--- config.mk ---
export PLATFORM = sky130hd
export DESIGN_NAME = collision_test_2d
export DESIGN_NICKNAME = d
export VERILOG_FILES = /design/src/hw/rtl/ct2d_pkg.sv /design/src/hw/rtl/collision_test_2d.sv /design/src/hw/rtl/ct2d_square.sv
export SDC_FILE = /design/constraint.sdc
export NUM_CORES = 2
export LEC_CHECK = 0
export ABC_CLOCK_PERIOD_IN_PS = 11200
export BUFFER_PORTS_ARGS = -buffer_cell sky130_fd_sc_hd__clkbuf_2
export CORE_MARGIN = 2
export CORE_UTILIZATION = 45
export CTS_CLUSTER_DIAMETER = 150
export DETAILED_ROUTE_END_ITERATION = 10
export SKIP_LAST_GASP = 1
export SYNTH_ARGS = -nofsm -noshare
export SYNTH_HDL_FRONTEND = slang
export SYNTH_SLANG_ARGS = --single-unit
--- constraint.sdc ---
create_clock -name clock -period 11.2 [get_ports clock]
set_input_delay 2.24 -clock clock [delete_from_list [all_inputs] [get_ports clock]]
set_output_delay 2.24 -clock clock [all_outputs]
set_load 0.1 [all_outputs]
--- src/hw/rtl/ct2d_pkg.sv ---
// Shared constants and types for the 2D collision test block.
package ct2d_pkg;

   localparam int COORD_BITS_DEFAULT = 24;

   typedef enum logic {
      SHAPE_CIRCLE = 1'b0,
      SHAPE_RECT   = 1'b1
   } shape_type;

   // Which of the three tests applies to a pair of shapes.
   typedef enum logic [1:0] {
      PAIR_CIRC_CIRC = 2'd0,
      PAIR_CIRC_RECT = 2'd1,
      PAIR_RECT_RECT = 2'd2
   } pair_type;

endpackage

--- src/hw/rtl/collision_test_2d.sv ---
// Top level of the 2D circle and rectangle overlap test.
//
// Each beat on the req_ channel carries two shapes, each a circle or an
// axis-aligned rectangle given by its center; the rsp_ channel returns one
// overlap flag per beat, in order. The block accepts one pair every cycle
// while req_stall is low and presents the flag on rsp_ through four register
// stages: stage one forms the doubled center distances, stage two clamps
// them against the rectangle and picks the operands, stage three squares
// them in three COORD_BITS+1 bit multipliers, and stage four adds and
// compares into the output register. A stall on the rsp_ side fills empty
// stages first and only then stalls the req_ side.
// Touching circles and touching rectangles do not overlap; a circle touching
// a rectangle does.
module collision_test_2d #(
   parameter int COORD_BITS = ct2d_pkg::COORD_BITS_DEFAULT
) (
   input  logic                         clock,
   input  logic                         reset,

   input  logic                         req_valid,
   output logic                         req_stall,
   input  logic                         req_first_shape,
   input  logic signed [COORD_BITS-1:0] req_first_center_x,
   input  logic signed [COORD_BITS-1:0] req_first_center_y,
   input  logic [COORD_BITS-2:0]        req_first_extent_a,
   input  logic [COORD_BITS-2:0]        req_first_extent_b,
   input  logic                         req_second_shape,
   input  logic signed [COORD_BITS-1:0] req_second_center_x,
   input  logic signed [COORD_BITS-1:0] req_second_center_y,
   input  logic [COORD_BITS-2:0]        req_second_extent_a,
   input  logic [COORD_BITS-2:0]        req_second_extent_b,

   output logic                         rsp_valid,
   input  logic                         rsp_stall,
   output logic                         rsp_overlap
);

   localparam int W  = COORD_BITS;
   localparam int MW = W + 1;     // magnitude of a doubled distance
   localparam int DW = W + 2;     // signed difference of doubled centers
   localparam int SW = 2 * MW;    // square of a magnitude

   // Stage control.
   logic v1_ff, v2_ff, v3_ff, v4_ff;
   logic v1_in, v2_in, v3_in, v4_in;
   logic load1, load2, load3, load4;

   assign load4 = !v4_ff || !rsp_stall;
   assign load3 = !v3_ff || load4;
   assign load2 = !v2_ff || load3;
   assign load1 = !v1_ff || load2;

   assign v1_in = load1 ? req_valid : v1_ff;
   assign v2_in = load2 ? v1_ff     : v2_ff;
   assign v3_in = load3 ? v2_ff     : v3_ff;
   assign v4_in = load4 ? v3_ff     : v4_ff;

   assign req_stall = !load1;
   assign rsp_valid = v4_ff;

   always_ff @(posedge clock) begin
      if (reset) begin
         v1_ff <= 1'b0;
         v2_ff <= 1'b0;
         v3_ff <= 1'b0;
         v4_ff <= 1'b0;
      end else begin
         v1_ff <= v1_in;
         v2_ff <= v2_in;
         v3_ff <= v3_in;
         v4_ff <= v4_in;
      end
   end

   // Stage one: doubled center distances, extent sums and test selection.
   logic signed [DW-1:0]  diff_x, diff_y;
   logic [MW-1:0]         adx_in, ady_in, adx_ff, ady_ff;
   logic [W-1:0]          sum_a_in, sum_b_in, sum_a_ff, sum_b_ff;
   logic [W-2:0]          circ_r_in, rect_a_in, rect_b_in;
   logic [W-2:0]          circ_r_ff, rect_a_ff, rect_b_ff;
   ct2d_pkg::pair_type    pair1_in, pair1_ff;
   logic [DW-1:0]         neg_x, neg_y;

   assign diff_x = DW'($signed({req_first_center_x, 1'b0}))
                 - DW'($signed({req_second_center_x, 1'b0}));
   assign diff_y = DW'($signed({req_first_center_y, 1'b0}))
                 - DW'($signed({req_second_center_y, 1'b0}));
   assign neg_x  = ~diff_x + DW'(1);
   assign neg_y  = ~diff_y + DW'(1);

   always_comb begin
      adx_in   = diff_x[DW-1] ? neg_x[MW-1:0] : diff_x[MW-1:0];
      ady_in   = diff_y[DW-1] ? neg_y[MW-1:0] : diff_y[MW-1:0];
      sum_a_in = W'(req_first_extent_a) + W'(req_second_extent_a);
      sum_b_in = W'(req_first_extent_b) + W'(req_second_extent_b);
      // The circle-rectangle test is symmetric in the order of the shapes.
      if (req_first_shape == ct2d_pkg::SHAPE_CIRCLE) begin
         circ_r_in = req_first_extent_a;
         rect_a_in = req_second_extent_a;
         rect_b_in = req_second_extent_b;
      end else begin
         circ_r_in = req_second_extent_a;
         rect_a_in = req_first_extent_a;
         rect_b_in = req_first_extent_b;
      end
      if (req_first_shape == ct2d_pkg::SHAPE_CIRCLE &&
          req_second_shape == ct2d_pkg::SHAPE_CIRCLE) begin
         pair1_in = ct2d_pkg::PAIR_CIRC_CIRC;
      end else if (req_first_shape == ct2d_pkg::SHAPE_RECT &&
                   req_second_shape == ct2d_pkg::SHAPE_RECT) begin
         pair1_in = ct2d_pkg::PAIR_RECT_RECT;
      end else begin
         pair1_in = ct2d_pkg::PAIR_CIRC_RECT;
      end
   end

   always_ff @(posedge clock) begin
      if (load1) begin
         adx_ff    <= adx_in;
         ady_ff    <= ady_in;
         sum_a_ff  <= sum_a_in;
         sum_b_ff  <= sum_b_in;
         circ_r_ff <= circ_r_in;
         rect_a_ff <= rect_a_in;
         rect_b_ff <= rect_b_in;
         pair1_ff  <= pair1_in;
      end
   end

   // Stage two: clamp against the rectangle, choose multiplier operands.
   // Clamping the circle center into the box leaves a per-axis distance of
   // the center distance less the half size, or zero when inside.
   logic [MW-1:0]       ex, ey;
   logic [MW-1:0]       op_x_in, op_y_in, op_r_in;
   logic [MW-1:0]       op_x_ff, op_y_ff, op_r_ff;
   logic                rect_hit_in, rect_hit_ff;
   ct2d_pkg::pair_type  pair2_ff;

   always_comb begin
      ex = (adx_ff > MW'(rect_a_ff)) ? adx_ff - MW'(rect_a_ff) : '0;
      ey = (ady_ff > MW'(rect_b_ff)) ? ady_ff - MW'(rect_b_ff) : '0;
      rect_hit_in = (adx_ff < MW'(sum_a_ff)) && (ady_ff < MW'(sum_b_ff));
      case (pair1_ff)
         ct2d_pkg::PAIR_CIRC_CIRC: begin
            op_x_in = adx_ff;
            op_y_in = ady_ff;
            op_r_in = {sum_a_ff, 1'b0};
         end
         ct2d_pkg::PAIR_CIRC_RECT: begin
            op_x_in = ex;
            op_y_in = ey;
            op_r_in = {1'b0, circ_r_ff, 1'b0};
         end
         default: begin
            op_x_in = adx_ff;
            op_y_in = ady_ff;
            op_r_in = {sum_a_ff, 1'b0};
         end
      endcase
   end

   always_ff @(posedge clock) begin
      if (load2) begin
         op_x_ff     <= op_x_in;
         op_y_ff     <= op_y_in;
         op_r_ff     <= op_r_in;
         rect_hit_ff <= rect_hit_in;
         pair2_ff    <= pair1_ff;
      end
   end

   // Stage three: squares.
   logic [SW-1:0]       sq_x, sq_y, sq_r;
   logic                rect_hit3_ff;
   ct2d_pkg::pair_type  pair3_ff;

   ct2d_square #(.WIDTH(MW)) u_square_x (
      .clock   (clock),
      .enable  (load3),
      .operand (op_x_ff),
      .square  (sq_x)
   );

   ct2d_square #(.WIDTH(MW)) u_square_y (
      .clock   (clock),
      .enable  (load3),
      .operand (op_y_ff),
      .square  (sq_y)
   );

   ct2d_square #(.WIDTH(MW)) u_square_r (
      .clock   (clock),
      .enable  (load3),
      .operand (op_r_ff),
      .square  (sq_r)
   );

   always_ff @(posedge clock) begin
      if (load3) begin
         rect_hit3_ff <= rect_hit_ff;
         pair3_ff     <= pair2_ff;
      end
   end

   // Stage four: sum of squares against the squared radius, or the rectangle hit flag for two rectangles.
   logic [SW:0] dist_sq, rad_sq;
   logic        overlap_in, overlap_ff;

   assign dist_sq = (SW + 1)'(sq_x) + (SW + 1)'(sq_y);
   assign rad_sq  = {1'b0, sq_r};

   always_comb begin
      case (pair3_ff)
         ct2d_pkg::PAIR_CIRC_CIRC: overlap_in = dist_sq < rad_sq;
         ct2d_pkg::PAIR_CIRC_RECT: overlap_in = rad_sq >= dist_sq;
         default:                  overlap_in = rect_hit3_ff;
      endcase
   end

   always_ff @(posedge clock) begin
      if (load4) begin
         overlap_ff <= overlap_in;
      end
   end

   assign rsp_overlap = overlap_ff;

endmodule

--- src/hw/rtl/ct2d_square.sv ---
// Registered unsigned squarer used by the squaring stage (stage three).
module ct2d_square #(
   parameter int WIDTH = ct2d_pkg::COORD_BITS_DEFAULT + 1
) (
   input  logic                 clock,
   input  logic                 enable,
   input  logic [WIDTH-1:0]     operand,
   output logic [2*WIDTH-1:0]   square
);

   logic [2*WIDTH-1:0] wide_operand;
   logic [2*WIDTH-1:0] square_in;
   logic [2*WIDTH-1:0] square_ff;

   assign wide_operand = {{WIDTH{1'b0}}, operand};
   assign square_in    = wide_operand * wide_operand;
   assign square       = square_ff;

   always_ff @(posedge clock) begin
      if (enable) begin
         square_ff <= square_in;
      end
   end

endmodule
==> metrics.yaml <==
fin_crit_sh_pct: 74.80
rsz0062_at_grt: "no"
die_area_um2: 176200
h-tree-depth: 2
whs_ps: 468.8
cts_buffers: 45
antenna_found_initial: 5
core_um2: 171700
drive_above_1_share_pct: 5.700
slew_headroom_pct: 14.64
cts.clk_slew.worst_paths_ps: 70
finalSetupTns_ps: 0
cts_tree: "yes"
maxSlewViolCount: 0
drt-total-wl_um: 189800
cts_sinks: 397
hold_viol_final: 0
drv_cap: 0
syn_nets: 10546
die_y_um: 419.7
synth_cell_types: 89
clk_path_buf_depth: 3
slowest_stage: "edfxtp_1"
ctsHoldBuffers: 0
final_cells: 10594
skew_ps: 32.15
postCtsSetupBuffers: 0
grt_pass1_wl_um: 309800
ios: 197
hpwlAfterDp_um: 155800
required_ps: 11570
synth_warnings: 0
vias: 54185
endpoint_kind: "flop"
crit_buf_inv: 5
cp_common_cell: "fa_1"
clockRootBuffer: "clkbuf_16"
syn-instance-count: 8136
synth.avg_cell_area_um2: 9.560
cp.arrival_ps: 8750
cp_top_family: "adder cells"
setup_viol: 0
clk_latency_ps: 640
yosys.area.top_type: "fa_1"
place_area_um2: 81450
area_growth_pct: 6.872
grt_remaining_overflow: 0
hp-class: "reg2reg"
ys_ff_latch: 397
die_w_um: 419.7
gp_congestion: 0.8889
dpl.cell_count: 10508
syn_area_um2: 77780
first_global_vias: 58476
yosysSeqAreaShare_pct: 15.28
critPathMaxFanout: 22
ys.flop_type: "edfxtp_1"
synth_area_leaders: "fa_1, edfxtp_1, ha_1"
wl_per_cell_um: 17.92
status: "finished clean"
portBuffers: 196
max_stage_delay_ps: 1090
ant_nets: 0
grt_max_degree: 79
num_rows: 152
yosysMostFrequentCell: "inv_1"
async_flop_share_pct: 0
clock.fmax_ghz: 0.1194
cts-resized-gates: 0
grt_usage_pct: 22.33
via_per_inst: 5.115
critPathLaunchType: "flop"
synth_edf_count: 393
ys_top_cells_by_count: "inv_1, fa_1, ha_1"
dr.pass1.iters: 5
drcViolationCount: 0
drtIter0Drc: 2942
final_nets: 10655
tightest_slew_ps: 1248
critical_path_class: "reg2reg"
min_period_ps: 8378
stdcell_area_um2: 83120
synth_top_area_share_pct: 35.06
start_util_pct: 45.29
[state kept, by name (all words and copies together), names as in the netlist]
name               count
v3_ff                  1
sum_a_ff              24
rect_b_ff             23
v1_ff                  1
u_square_y.square     49
op_r_ff               24
v2_ff                  1
circ_r_ff             23
op_x_ff               25
pair2_ff               2
op_y_ff               25
u_square_x.square     49
adx_ff                24
ady_ff                24
pair3_ff               2
rect_hit3_ff           1
u_square_r.square     47
rect_a_ff             23
rsp_overlap            1
rect_hit_ff            1
pair1_ff               2
rsp_valid              1
sum_b_ff              24
[cells in the final DEF, fill, tap and decap left out, types with 40 or more instances in the layout]
| cell type | n |
|---|---|
| a21oi_1 | 318 |
| nand2_1 | 659 |
| buf_4 | 73 |
| and2_1 | 384 |
| ha_1 | 854 |
| o21ai_0 | 187 |
| a31oi_1 | 47 |
| nand3_1 | 68 |
| clkbuf_16 | 45 |
| clkbuf_2 | 195 |
| inv_1 | 2133 |
| nor3_1 | 61 |
| xor2_1 | 114 |
| edfxtp_1 | 393 |
| xnor2_1 | 238 |
| and3_1 | 40 |
| nor2_1 | 232 |
| o21a_1 | 57 |
| o21bai_1 | 46 |
| fa_1 | 1362 |
| a21o_1 | 174 |
| mux2_2 | 71 |
| nand2b_1 | 47 |
| nor2b_1 | 65 |
[logic make-up (layout without fill, tap and decap cells)]
logic type      Yosys count  count (layout)  share of synthesized area (%)
other cells               0               3                              0
buf+inv                2340            2485                          11.30
compound gates         1056            1056                          8.837
flops                   397             397                          15.28
fa+ha+maj              2216            2216                          48.80
simple gates           1697            1697                          10.71
xor+xnor                352             352                          3.964
mux                      78              78                          1.118
[cell type report]
type	count	area [um2]
fill	16011	88610
inverter	2134	8015
clock inverter	33	519.2
clock buffer	50	1145
multi-input combinational	5399	57140
tap	2310	2890
timing repair buffer	268	1524
antenna	3	7.507
sequential	397	11880
[per-layer routing]
metal	routed length, um	part of all wire (%)	vias up	global-route usage, %
li1	-	-	25570	-
met1	82550	43	27104	29.62
met2	90820	48	1209	37.79
met3	9187	4.8	302	2.556
met4	7257	3.8	0	7.895
met5	0	0	-	0
[path summary, 6_finish.rpt]
path	start	to	slack [ps]	cells after the start
max	op_x_ff[16]	u_square_x.square[47]	2820	25
min reg2reg	v3_ff	rsp_valid	470	2
max reg2reg	op_x_ff[16]	u_square_x.square[47]	2820	25
min	v3_ff	rsp_valid	470	2
[worst min-delay path, delay by kind of cell (launching register included)]
kind            cells  cell delay (ps)
flops               1              320
simple gates        1               70
compound gates      1               40
[per-stage QoR]
step / utilization (%) / setup slack (ps)
2_1_floorplan: - / 29.13
3_3_place_gp: 47.43 / 2964
3_5_place_dp: 47.43 / 2888
4_1_cts: 48.40 / 2845
5_1_grt: 48.40 / 2284
6_report: 48.40 / 2822
Power is not shown: default switching activity piles up to over one toggle a cycle in this logic, so the estimate is an artifact.
